### config.mk
export PLATFORM = sky130hd
export DESIGN_NAME = biquad_iir_filter_core_flat
export DESIGN_NICKNAME = d
export VERILOG_FILES = /design/src/rtl/biq_pkg.sv /design/src/rtl/biq_if.sv /design/src/rtl/biq_ctrl.sv /design/src/rtl/biq_datapath.sv /design/src/rtl/biquad_iir_filter_core.sv /design/src/flat_wrapper.sv
export SDC_FILE = /design/constraint.sdc
export NUM_CORES = 2
export LEC_CHECK = 0
export BUFFER_PORTS_ARGS = -buffer_cell sky130_fd_sc_hd__buf_2
export CAP_MARGIN = 20
export CORE_ASPECT_RATIO = 0.5
export CORE_MARGIN = 2
export CORE_UTILIZATION = 45
export DETAILED_ROUTE_END_ITERATION = 16
export HOLD_SLACK_MARGIN = 0.15
export PLACE_DENSITY = 0.65
export SLEW_MARGIN = 20
export SYNTH_ARGS = -nofsm -noshare
export SYNTH_HDL_FRONTEND = slang
export SYNTH_SLANG_ARGS = --single-unit
### constraint.sdc
create_clock -name clk_i -period 11.9 [get_ports clk_i]
set_clock_uncertainty 0.1 [all_clocks]
set_input_delay 1.785 -clock clk_i [delete_from_list [all_inputs] [get_ports clk_i]]
set_output_delay 1.785 -clock clk_i [all_outputs]
set_load 0.01 [all_outputs]
### src/rtl/biq_pkg.sv
// ----------------------------------------------------------------------------
// biq_pkg
// Shared constants and types of the biquad filter: widths, register indexes,
// datapath command and status bundles.
// ----------------------------------------------------------------------------
package biq_pkg;

  localparam int unsigned SAMPLE_BITS_DEF    = 16;
  localparam int unsigned COEF_FRAC_BITS_DEF = 14;

  localparam int unsigned COEF_W    = 18;
  localparam int unsigned STATE_W   = 40;
  localparam int unsigned NUM_COEFS = 5;
  localparam int unsigned CFG_IDX_W = 3;

  localparam logic signed [COEF_W-1:0] COEF_B0_RST = COEF_W'(16384);

  typedef enum logic [CFG_IDX_W-1:0] {
    REG_B0 = 3'd0,
    REG_B1 = 3'd1,
    REG_B2 = 3'd2,
    REG_A1 = 3'd3,
    REG_A2 = 3'd4
  } cfg_reg_e;

  typedef enum logic [2:0] {
    MUL_B0_X = 3'd0,
    MUL_B1_X = 3'd1,
    MUL_A1_Y = 3'd2,
    MUL_B2_X = 3'd3,
    MUL_A2_Y = 3'd4
  } mul_sel_e;

  typedef enum logic [1:0] {
    SUM_PROD_PLUS_D2 = 2'd0,
    SUM_MINUS_PROD   = 2'd1,
    SUM_PROD         = 2'd2
  } sum_op_e;

  typedef struct packed {
    logic     load_in;
    logic     mul_en;
    mul_sel_e mul_sel;
    logic     acc_en;
    logic     y_en;
    logic     sum_en;
    sum_op_e  sum_op;
    logic     d1_en;
    logic     d2_out_en;
  } cmd_t;

  typedef struct packed {
    logic out_busy;
  } status_t;

endpackage

### src/rtl/biq_if.sv
// ----------------------------------------------------------------------------
// biq_if
// Valid/ready channels of the biquad filter, one for input items and one for
// result items.
// ----------------------------------------------------------------------------
interface biq_in_if #(
  parameter int unsigned SAMPLE_BITS = 16
);
  logic                          valid;
  logic                          ready;
  logic signed [SAMPLE_BITS-1:0] sample_in;
  logic                          frame_end_in;

  modport source (output valid, output sample_in, output frame_end_in, input ready);
  modport sink   (input valid, input sample_in, input frame_end_in, output ready);
endinterface

interface biq_out_if #(
  parameter int unsigned SAMPLE_BITS = 16
);
  logic                          valid;
  logic                          ready;
  logic signed [SAMPLE_BITS-1:0] sample_out;
  logic                          frame_end_out;

  modport source (output valid, output sample_out, output frame_end_out, input ready);
  modport sink   (input valid, input sample_out, input frame_end_out, output ready);
endinterface

### src/rtl/biq_ctrl.sv
// ----------------------------------------------------------------------------
// biq_ctrl
// Sequencer of the biquad filter: steps one item through the shared
// multiplier and adders of the datapath.
// ----------------------------------------------------------------------------
module biq_ctrl (
  input  logic            clk_i,
  input  logic            rst_ni,
  input  logic            in_valid_i,
  output logic            in_ready_o,
  input  biq_pkg::status_t sts_i,
  output biq_pkg::cmd_t    cmd_o
);
  import biq_pkg::*;

  typedef enum logic [7:0] {
    ST_IDLE = 8'b0000_0001,
    ST_MB0  = 8'b0000_0010,
    ST_ACC  = 8'b0000_0100,
    ST_OUT  = 8'b0000_1000,
    ST_T1   = 8'b0001_0000,
    ST_T2   = 8'b0010_0000,
    ST_T3   = 8'b0100_0000,
    ST_T4   = 8'b1000_0000
  } state_e;

  state_e state_q, state_d;

  always_comb begin
    state_d    = state_q;
    in_ready_o = 1'b0;
    cmd_o      = '0;
    unique case (state_q)
      ST_IDLE: begin
        in_ready_o = 1'b1;
        if (in_valid_i) begin
          cmd_o.load_in = 1'b1;
          state_d       = ST_MB0;
        end
      end
      ST_MB0: begin
        cmd_o.mul_en  = 1'b1;
        cmd_o.mul_sel = MUL_B0_X;
        state_d       = ST_ACC;
      end
      ST_ACC: begin
        cmd_o.acc_en = 1'b1;
        state_d      = ST_OUT;
      end
      ST_OUT: begin
        cmd_o.y_en    = 1'b1;
        cmd_o.mul_en  = 1'b1;
        cmd_o.mul_sel = MUL_B1_X;
        state_d       = ST_T1;
      end
      ST_T1: begin
        cmd_o.sum_en  = 1'b1;
        cmd_o.sum_op  = SUM_PROD_PLUS_D2;
        cmd_o.mul_en  = 1'b1;
        cmd_o.mul_sel = MUL_A1_Y;
        state_d       = ST_T2;
      end
      ST_T2: begin
        cmd_o.sum_en  = 1'b1;
        cmd_o.sum_op  = SUM_MINUS_PROD;
        cmd_o.mul_en  = 1'b1;
        cmd_o.mul_sel = MUL_B2_X;
        state_d       = ST_T3;
      end
      ST_T3: begin
        cmd_o.d1_en   = 1'b1;
        cmd_o.sum_en  = 1'b1;
        cmd_o.sum_op  = SUM_PROD;
        cmd_o.mul_en  = 1'b1;
        cmd_o.mul_sel = MUL_A2_Y;
        state_d       = ST_T4;
      end
      ST_T4: begin
        // wait here while the previous result is still held
        if (!sts_i.out_busy) begin
          cmd_o.d2_out_en = 1'b1;
          state_d         = ST_IDLE;
        end
      end
      default: begin
        state_d = ST_IDLE;
      end
    endcase
  end

  always_ff @(posedge clk_i or negedge rst_ni) begin
    if (!rst_ni) begin
      state_q <= ST_IDLE;
    end else begin
      state_q <= state_d;
    end
  end

endmodule

### src/rtl/biq_datapath.sv
// ----------------------------------------------------------------------------
// biq_datapath
// Coefficient registers, shared multiplier, accumulators, delay state and
// output register of the biquad filter.
// ----------------------------------------------------------------------------
module biq_datapath #(
  parameter int unsigned SAMPLE_BITS    = biq_pkg::SAMPLE_BITS_DEF,
  parameter int unsigned COEF_FRAC_BITS = biq_pkg::COEF_FRAC_BITS_DEF
) (
  input  logic                              clk_i,
  input  logic                              rst_ni,
  input  logic                              cfg_we_i,
  input  logic [biq_pkg::CFG_IDX_W-1:0]     cfg_idx_i,
  input  logic [biq_pkg::COEF_W-1:0]        cfg_data_i,
  input  biq_pkg::cmd_t                     cmd_i,
  output biq_pkg::status_t                  sts_o,
  input  logic signed [SAMPLE_BITS-1:0]     sample_in_i,
  input  logic                              frame_end_in_i,
  output logic                              out_valid_o,
  input  logic                              out_ready_i,
  output logic signed [SAMPLE_BITS-1:0]     sample_out_o,
  output logic                              frame_end_out_o
);
  import biq_pkg::*;

  localparam int unsigned PROD_W = COEF_W + SAMPLE_BITS;
  localparam int unsigned SUM_W  = ((PROD_W > STATE_W) ? PROD_W : STATE_W) + 2;
  localparam int unsigned RND_W  = STATE_W + SAMPLE_BITS + 1;

  localparam logic signed [RND_W-1:0] RoundHalf = RND_W'(1) <<< (COEF_FRAC_BITS - 1);
  localparam logic signed [STATE_W-1:0] StateMax = {1'b0, {(STATE_W-1){1'b1}}};
  localparam logic signed [STATE_W-1:0] StateMin = {1'b1, {(STATE_W-1){1'b0}}};
  localparam logic signed [SAMPLE_BITS-1:0] SampleMax = {1'b0, {(SAMPLE_BITS-1){1'b1}}};
  localparam logic signed [SAMPLE_BITS-1:0] SampleMin = {1'b1, {(SAMPLE_BITS-1){1'b0}}};

  function automatic logic signed [STATE_W-1:0] sat_state(input logic signed [SUM_W-1:0] v);
    logic [SUM_W-STATE_W:0] top;
    top = v[SUM_W-1:STATE_W-1];
    if ((&top) || !(|top)) begin
      return v[STATE_W-1:0];
    end else if (v[SUM_W-1]) begin
      return StateMin;
    end else begin
      return StateMax;
    end
  endfunction

  function automatic logic signed [SAMPLE_BITS-1:0] sat_sample(
    input logic signed [RND_W-1:0] v
  );
    logic [RND_W-SAMPLE_BITS:0] top;
    top = v[RND_W-1:SAMPLE_BITS-1];
    if ((&top) || !(|top)) begin
      return v[SAMPLE_BITS-1:0];
    end else if (v[RND_W-1]) begin
      return SampleMin;
    end else begin
      return SampleMax;
    end
  endfunction

  logic signed [COEF_W-1:0]      b0_q, b1_q, b2_q, a1_q, a2_q;
  logic signed [SAMPLE_BITS-1:0] x_q, y_q, y_d;
  logic                          fe_q;
  logic signed [COEF_W-1:0]      mul_a;
  logic signed [SAMPLE_BITS-1:0] mul_b;
  logic signed [PROD_W-1:0]      prod_q, prod_d;
  logic signed [STATE_W-1:0]     acc_q, acc_d;
  logic signed [SUM_W-1:0]       sum_q, sum_d;
  logic signed [STATE_W-1:0]     d1_q, d2_q, d2_d;
  logic signed [RND_W-1:0]       rnd, shf;
  logic                          out_valid_q;
  logic signed [SAMPLE_BITS-1:0] out_sample_q;
  logic                          out_fe_q;

  // coefficient registers
  always_ff @(posedge clk_i or negedge rst_ni) begin
    if (!rst_ni) begin
      b0_q <= COEF_B0_RST;
      b1_q <= '0;
      b2_q <= '0;
      a1_q <= '0;
      a2_q <= '0;
    end else if (cfg_we_i) begin
      unique case (cfg_reg_e'(cfg_idx_i))
        REG_B0:  b0_q <= cfg_data_i;
        REG_B1:  b1_q <= cfg_data_i;
        REG_B2:  b2_q <= cfg_data_i;
        REG_A1:  a1_q <= cfg_data_i;
        REG_A2:  a2_q <= cfg_data_i;
        default: ;
      endcase
    end
  end

  // shared multiplier operand select
  always_comb begin
    unique case (cmd_i.mul_sel)
      MUL_B0_X: begin mul_a = b0_q; mul_b = x_q; end
      MUL_B1_X: begin mul_a = b1_q; mul_b = x_q; end
      MUL_A1_Y: begin mul_a = a1_q; mul_b = y_q; end
      MUL_B2_X: begin mul_a = b2_q; mul_b = x_q; end
      MUL_A2_Y: begin mul_a = a2_q; mul_b = y_q; end
      default:  begin mul_a = b0_q; mul_b = x_q; end
    endcase
  end

  assign prod_d = mul_a * mul_b;
  assign acc_d  = sat_state(SUM_W'(prod_q) + SUM_W'(d1_q));
  assign rnd    = RND_W'(acc_q) + RoundHalf;
  assign shf    = rnd >>> COEF_FRAC_BITS;
  assign y_d    = sat_sample(shf);
  assign d2_d   = sat_state(sum_q - SUM_W'(prod_q));

  always_comb begin
    unique case (cmd_i.sum_op)
      SUM_PROD_PLUS_D2: sum_d = SUM_W'(prod_q) + SUM_W'(d2_q);
      SUM_MINUS_PROD:   sum_d = sum_q - SUM_W'(prod_q);
      SUM_PROD:         sum_d = SUM_W'(prod_q);
      default:          sum_d = sum_q;
    endcase
  end

  // working registers
  always_ff @(posedge clk_i) begin
    if (cmd_i.load_in) begin
      x_q  <= sample_in_i;
      fe_q <= frame_end_in_i;
    end
    if (cmd_i.mul_en) begin
      prod_q <= prod_d;
    end
    if (cmd_i.acc_en) begin
      acc_q <= acc_d;
    end
    if (cmd_i.y_en) begin
      y_q <= y_d;
    end
    if (cmd_i.sum_en) begin
      sum_q <= sum_d;
    end
    if (cmd_i.d2_out_en) begin
      out_sample_q <= y_q;
      out_fe_q     <= fe_q;
    end
  end

  // filter state
  always_ff @(posedge clk_i or negedge rst_ni) begin
    if (!rst_ni) begin
      d1_q <= '0;
      d2_q <= '0;
    end else begin
      if (cmd_i.d1_en) begin
        d1_q <= sat_state(sum_q);
      end
      if (cmd_i.d2_out_en) begin
        d2_q <= d2_d;
      end
    end
  end

  always_ff @(posedge clk_i or negedge rst_ni) begin
    if (!rst_ni) begin
      out_valid_q <= 1'b0;
    end else if (cmd_i.d2_out_en) begin
      out_valid_q <= 1'b1;
    end else if (out_ready_i) begin
      out_valid_q <= 1'b0;
    end
  end

  assign sts_o.out_busy  = out_valid_q && !out_ready_i;
  assign out_valid_o     = out_valid_q;
  assign sample_out_o    = out_sample_q;
  assign frame_end_out_o = out_fe_q;

`ifndef SYNTHESIS
  a_no_overwrite: assert property (@(posedge clk_i) disable iff (!rst_ni)
    cmd_i.d2_out_en |-> !(out_valid_q && !out_ready_i))
    else $error("result register overwritten while held");

  a_valid_from_step: assert property (@(posedge clk_i) disable iff (!rst_ni)
    $rose(out_valid_q) |-> $past(cmd_i.d2_out_en))
    else $error("result valid without a finished item");

  a_acc_fresh_prod: assert property (@(posedge clk_i) disable iff (!rst_ni)
    cmd_i.acc_en |-> $past(cmd_i.mul_en && (cmd_i.mul_sel == MUL_B0_X)))
    else $error("accumulate without b0 product");
`endif

endmodule

### src/rtl/biquad_iir_filter_core.sv
// ----------------------------------------------------------------------------
// biquad_iir_filter_core
// Second-order IIR section, transposed direct form II, fixed point, with
// one shared multiplier sequenced by a small state machine.
//
//   channel  dir  handshake      payload
//   in_i     in   valid/ready    sample_in, frame_end_in
//   out_o    out  valid/ready    sample_out, frame_end_out
//   cfg      in   cfg_we_i       cfg_idx_i, cfg_data_i
//
// an item is accepted in ST_IDLE, then steps through ST_MB0, ST_ACC, ST_OUT and ST_T1 to ST_T4
// a new item is accepted only once the previous one has left the sequencer
// a finished item waits in the output register; a new item may enter meanwhile
// a stalled output holds the sequencer at its last step
// reset clears the delay state and loads the default coefficients
// ----------------------------------------------------------------------------
module biquad_iir_filter_core #(
  parameter int unsigned SAMPLE_BITS    = biq_pkg::SAMPLE_BITS_DEF,
  parameter int unsigned COEF_FRAC_BITS = biq_pkg::COEF_FRAC_BITS_DEF
) (
  input  logic                          clk_i,
  input  logic                          rst_ni,
  biq_in_if.sink                        in_i,
  biq_out_if.source                     out_o,
  input  logic                          cfg_we_i,
  input  logic [biq_pkg::CFG_IDX_W-1:0] cfg_idx_i,
  input  logic [biq_pkg::COEF_W-1:0]    cfg_data_i
);
  import biq_pkg::*;

  cmd_t    cmd;
  status_t sts;

  biq_ctrl u_ctrl (
    .clk_i      (clk_i),
    .rst_ni     (rst_ni),
    .in_valid_i (in_i.valid),
    .in_ready_o (in_i.ready),
    .sts_i      (sts),
    .cmd_o      (cmd)
  );

  biq_datapath #(
    .SAMPLE_BITS    (SAMPLE_BITS),
    .COEF_FRAC_BITS (COEF_FRAC_BITS)
  ) u_datapath (
    .clk_i           (clk_i),
    .rst_ni          (rst_ni),
    .cfg_we_i        (cfg_we_i),
    .cfg_idx_i       (cfg_idx_i),
    .cfg_data_i      (cfg_data_i),
    .cmd_i           (cmd),
    .sts_o           (sts),
    .sample_in_i     (in_i.sample_in),
    .frame_end_in_i  (in_i.frame_end_in),
    .out_valid_o     (out_o.valid),
    .out_ready_i     (out_o.ready),
    .sample_out_o    (out_o.sample_out),
    .frame_end_out_o (out_o.frame_end_out)
  );

endmodule
### src/flat_wrapper.sv
// flat-port wrapper written by rule: the top's interface ports become plain ports
module biquad_iir_filter_core_flat import biq_pkg::*;
#(
  parameter int unsigned SAMPLE_BITS    = biq_pkg::SAMPLE_BITS_DEF,
  parameter int unsigned COEF_FRAC_BITS = biq_pkg::COEF_FRAC_BITS_DEF
)
  (clk_i, rst_ni, cfg_we_i, cfg_idx_i, cfg_data_i, in_i_valid, in_i_sample_in, in_i_frame_end_in, in_i_ready, out_o_valid, out_o_sample_out, out_o_frame_end_out, out_o_ready);
  biq_in_if #(.SAMPLE_BITS(SAMPLE_BITS)) in_i_i ();
  biq_out_if #(.SAMPLE_BITS(SAMPLE_BITS)) out_o_i ();
  input  logic clk_i;
  input  logic rst_ni;
  input  logic cfg_we_i;
  input  logic [biq_pkg::CFG_IDX_W-1:0] cfg_idx_i;
  input  logic [biq_pkg::COEF_W-1:0] cfg_data_i;
  input wire logic [$bits(in_i_i.valid)-1:0] in_i_valid;
  input wire logic [$bits(in_i_i.sample_in)-1:0] in_i_sample_in;
  input wire logic [$bits(in_i_i.frame_end_in)-1:0] in_i_frame_end_in;
  output wire logic [$bits(in_i_i.ready)-1:0] in_i_ready;
  output wire logic [$bits(out_o_i.valid)-1:0] out_o_valid;
  output wire logic [$bits(out_o_i.sample_out)-1:0] out_o_sample_out;
  output wire logic [$bits(out_o_i.frame_end_out)-1:0] out_o_frame_end_out;
  input wire logic [$bits(out_o_i.ready)-1:0] out_o_ready;
  assign in_i_i.valid = in_i_valid;
  assign in_i_i.sample_in = in_i_sample_in;
  assign in_i_i.frame_end_in = in_i_frame_end_in;
  assign in_i_ready = in_i_i.ready;
  assign out_o_valid = out_o_i.valid;
  assign out_o_sample_out = out_o_i.sample_out;
  assign out_o_frame_end_out = out_o_i.frame_end_out;
  assign out_o_i.ready = out_o_ready;
  biquad_iir_filter_core #(.SAMPLE_BITS(SAMPLE_BITS), .COEF_FRAC_BITS(COEF_FRAC_BITS)) u_core (.clk_i(clk_i), .rst_ni(rst_ni), .in_i(in_i_i), .out_o(out_o_i), .cfg_we_i(cfg_we_i), .cfg_idx_i(cfg_idx_i), .cfg_data_i(cfg_data_i));
endmodule
==> results.sh <==
export IMPL_worst_slew_pin_slew_ns=1.279
export IMPL_max_freq_mhz=93.78
export IMPL_die_x_um=379.2
export IMPL_cp_arrival_ns=10.86
export IMPL_rsz0062_at_grt="false"
export IMPL_ys_types=81
export IMPL_io_pins=62
export IMPL_syn_inst=3379
export IMPL_cp_start_kind="flop"
export IMPL_track_usage_pct=25.22
export IMPL_clock_sinks=332
export IMPL_drive_gt1_share_pct=10.21
export IMPL_period_minus_slack_ns=10.66
export IMPL_cts_root_buf="clkbuf_16"
export IMPL_fin_cells=4362
export IMPL_period_share_pct=89.60
export IMPL_clk_pin_slew_worst_paths_ns=0.06
export IMPL_slowest_stage="nand2_1"
export IMPL_slew_limit_headroom_pct=12.28
export IMPL_fp_row_count=68
export IMPL_nNetsFinal=3937
export IMPL_cts_buffers=35
export IMPL_clock_latency_ns=0.59
export IMPL_wl_per_cell_um=20.57
export IMPL_antenna_found_initial=0
export IMPL_drv_cap=0
export IMPL_fillers=6481
export IMPL_synth_enable_flop_cells=153
export IMPL_syn_area_sq_um=31670
export IMPL_vias_per_cell=5.763
export IMPL_yosysMostFrequentCell="inv_1"
export IMPL_core_area_sq_um=69260
export IMPL_die_area_sq_um=72650
export IMPL_ys_ff_latch=332
export IMPL_grtUsageMet1_pct=37.57
export IMPL_seq_area_frac_synth_pct=28.66
export IMPL_overflow=0
export IMPL_grt_use_met3_pct=4.334
export IMPL_final_seq_area_sq_um=9076
export IMPL_finalSetupViolCount=0
export IMPL_crit_path_max_fanout=43
export IMPL_start_util_pct=45.73
export IMPL_drv_slew=0
export IMPL_hpwl_um=67950
export IMPL_finalInstanceArea_sq_um=34300
export IMPL_yosys_warnings=0
export IMPL_async_flop_share_pct=53.92
export IMPL_grt_util_met2_pct=37.83
export IMPL_cts_resized=0
export IMPL_critical_path_class="flop to flop"
export IMPL_portBuffers=61
export IMPL_yosys_area_top_type="fa_1"
export IMPL_fp_dieH_um=191.6
export IMPL_diodes=0
export IMPL_synth_ff_type="dfrtp_1"
export IMPL_h_tree_depth=2
export IMPL_grt_pass1_vias=24900
export IMPL_grt_max_degree=123
export IMPL_grt_busiest_layer="met2"
export IMPL_drt_iter0_markers=2418
export IMPL_multi_input_area_sq_um=20680
export IMPL_clk_path_buf_depth=3
export IMPL_crit_path_end_kind="flop"
export IMPL_detail_route_antenna_nets=0
export IMPL_syn_num_nets=3925
export IMPL_drt_wl_total_um=89740
export IMPL_status="completed"
export IMPL_first_pass_iters=6
export IMPL_dp_cells=4299
export IMPL_cts_setup_buffers=0
export IMPL_critPathMaxStageDelay_ns=0.64
export IMPL_syn_to_final_growth_pct=8.296
export IMPL_synthTopCellsByArea="fa_1 18%, edfxtp_1 15%, dfrtp_1 14%"
export IMPL_via_count=25140
export IMPL_gp_congestion=0.9584
export IMPL_grt_pass1_wl_um=142500
export IMPL_cts_hold_buf=0
export IMPL_cp_required_ns=12.09
export IMPL_cts_tree="built"
export IMPL_hp_class="flop to flop"
export IMPL_whs_ns=0.3209
export IMPL_syn_avg_cell_area_sq_um=9.373
export IMPL_crit_path_frequent_cell="fa_1"
export IMPL_netlist_area_leader_share_pct=18.46
export IMPL_drc=0
export IMPL_hold_violations=0
export IMPL_placedInstanceArea_sq_um=33070
export IMPL_fin_setup_tns_ns=0
export IMPL_synthTopCellsByCount="399 x inv_1, 348 x nor2_1, 316 x nand2_1"
## metrics by stage
step / util, % / worst slack, ns
6_report: 49.52 / 1.237
5_1_grt: 49.52 / 0.4937
4_1_cts: 49.50 / 1.092
3_5_place_dp: 47.75 / 1.151
3_3_place_gp: 47.71 / 1.437
2_1_floorplan: - / 2.507
## path summary, 6_finish.rpt
path                                     startpoint                                end  slack [ns]  depth (start not counted)
setup / recovery           u_core.u_ctrl.state_q[1]       u_core.u_datapath.prod_q[33]        1.24                         34
hold / removal               u_core.u_datapath.fe_q  u_core.u_datapath.frame_end_out_o        0.32                          0
setup reg to reg           u_core.u_ctrl.state_q[1]       u_core.u_datapath.prod_q[33]        1.24                         34
hold reg to reg              u_core.u_datapath.fe_q  u_core.u_datapath.frame_end_out_o        0.32                          0
max in group asynchronous                    rst_ni          u_core.u_datapath.d1_q[5]        9.02                          2
min in group asynchronous                    rst_ni          u_core.u_datapath.b2_q[5]        1.19                          1
## cell type report
class | count | share of cell area (%)
timing repair buffer | 105 | 1.904
tap | 945 | 3.447
clock buffer | 53 | 3.155
multi-input combinational | 2518 | 60.29
inverter | 399 | 4.367
sequential | 332 | 26.46
clock inverter | 10 | 0.3757
## routing by layer
layer | up-vias | routed length [um]
met5 | - | 0
met3 | 149 | 7353
met2 | 968 | 38220
met1 | 12410 | 41980
met4 | 0 | 2181
li1 | 11610 | -
## sequential cells by signal (all words and copies together) (netlist names), 18 cells and up
name,cells
u_core.u_datapath.d1_q,40
u_core.u_datapath.prod_q,34
u_core.u_datapath.d2_q,40
u_core.u_datapath.sum_q,42
u_core.u_datapath.a1_q,18
u_core.u_datapath.b1_q,18
u_core.u_datapath.acc_q,27
u_core.u_datapath.a2_q,18
u_core.u_datapath.b0_q,18
u_core.u_datapath.b2_q,18
## cell usage in the layout, fill, tap and decap left out, types with 78 or more instances in the layout
master	n
inv_1	399
nor2_1	346
nand2_1	314
fa_1	292
a21oi_1	285
ha_1	211
dfrtp_1	177
edfxtp_1	153
o21ai_0	140
mux2_2	102
a21o_1	78
## worst max-delay path, delay by kind of cell, from the launching register on
kind,cells,cell delay (ns)
and+or+nand+nor,9,2.47
buffers and inverters,6,0.88
adders and majority gates,8,3.46
xor gates and xnor gates,1,0.15
DFF,1,0.44
AOI/OAI and AO/OA,10,2.86
## cells by family (layout without fill, tap and decap cells)
logic type / Yosys count / count (layout) / share of synthesized area (%)
xor+xnor: 140 / 140 / 3.872
mux: 129 / 129 / 4.515
buf+inv: 529 / 567 / 6.459
compound gates: 803 / 803 / 16.31
fa+ha+maj: 503 / 503 / 26.79
flops: 332 / 332 / 28.66
simple gates: 943 / 943 / 13.40
Power is not shown: default switching activity piles up to over one toggle a cycle in this logic, so the estimate is an artifact.
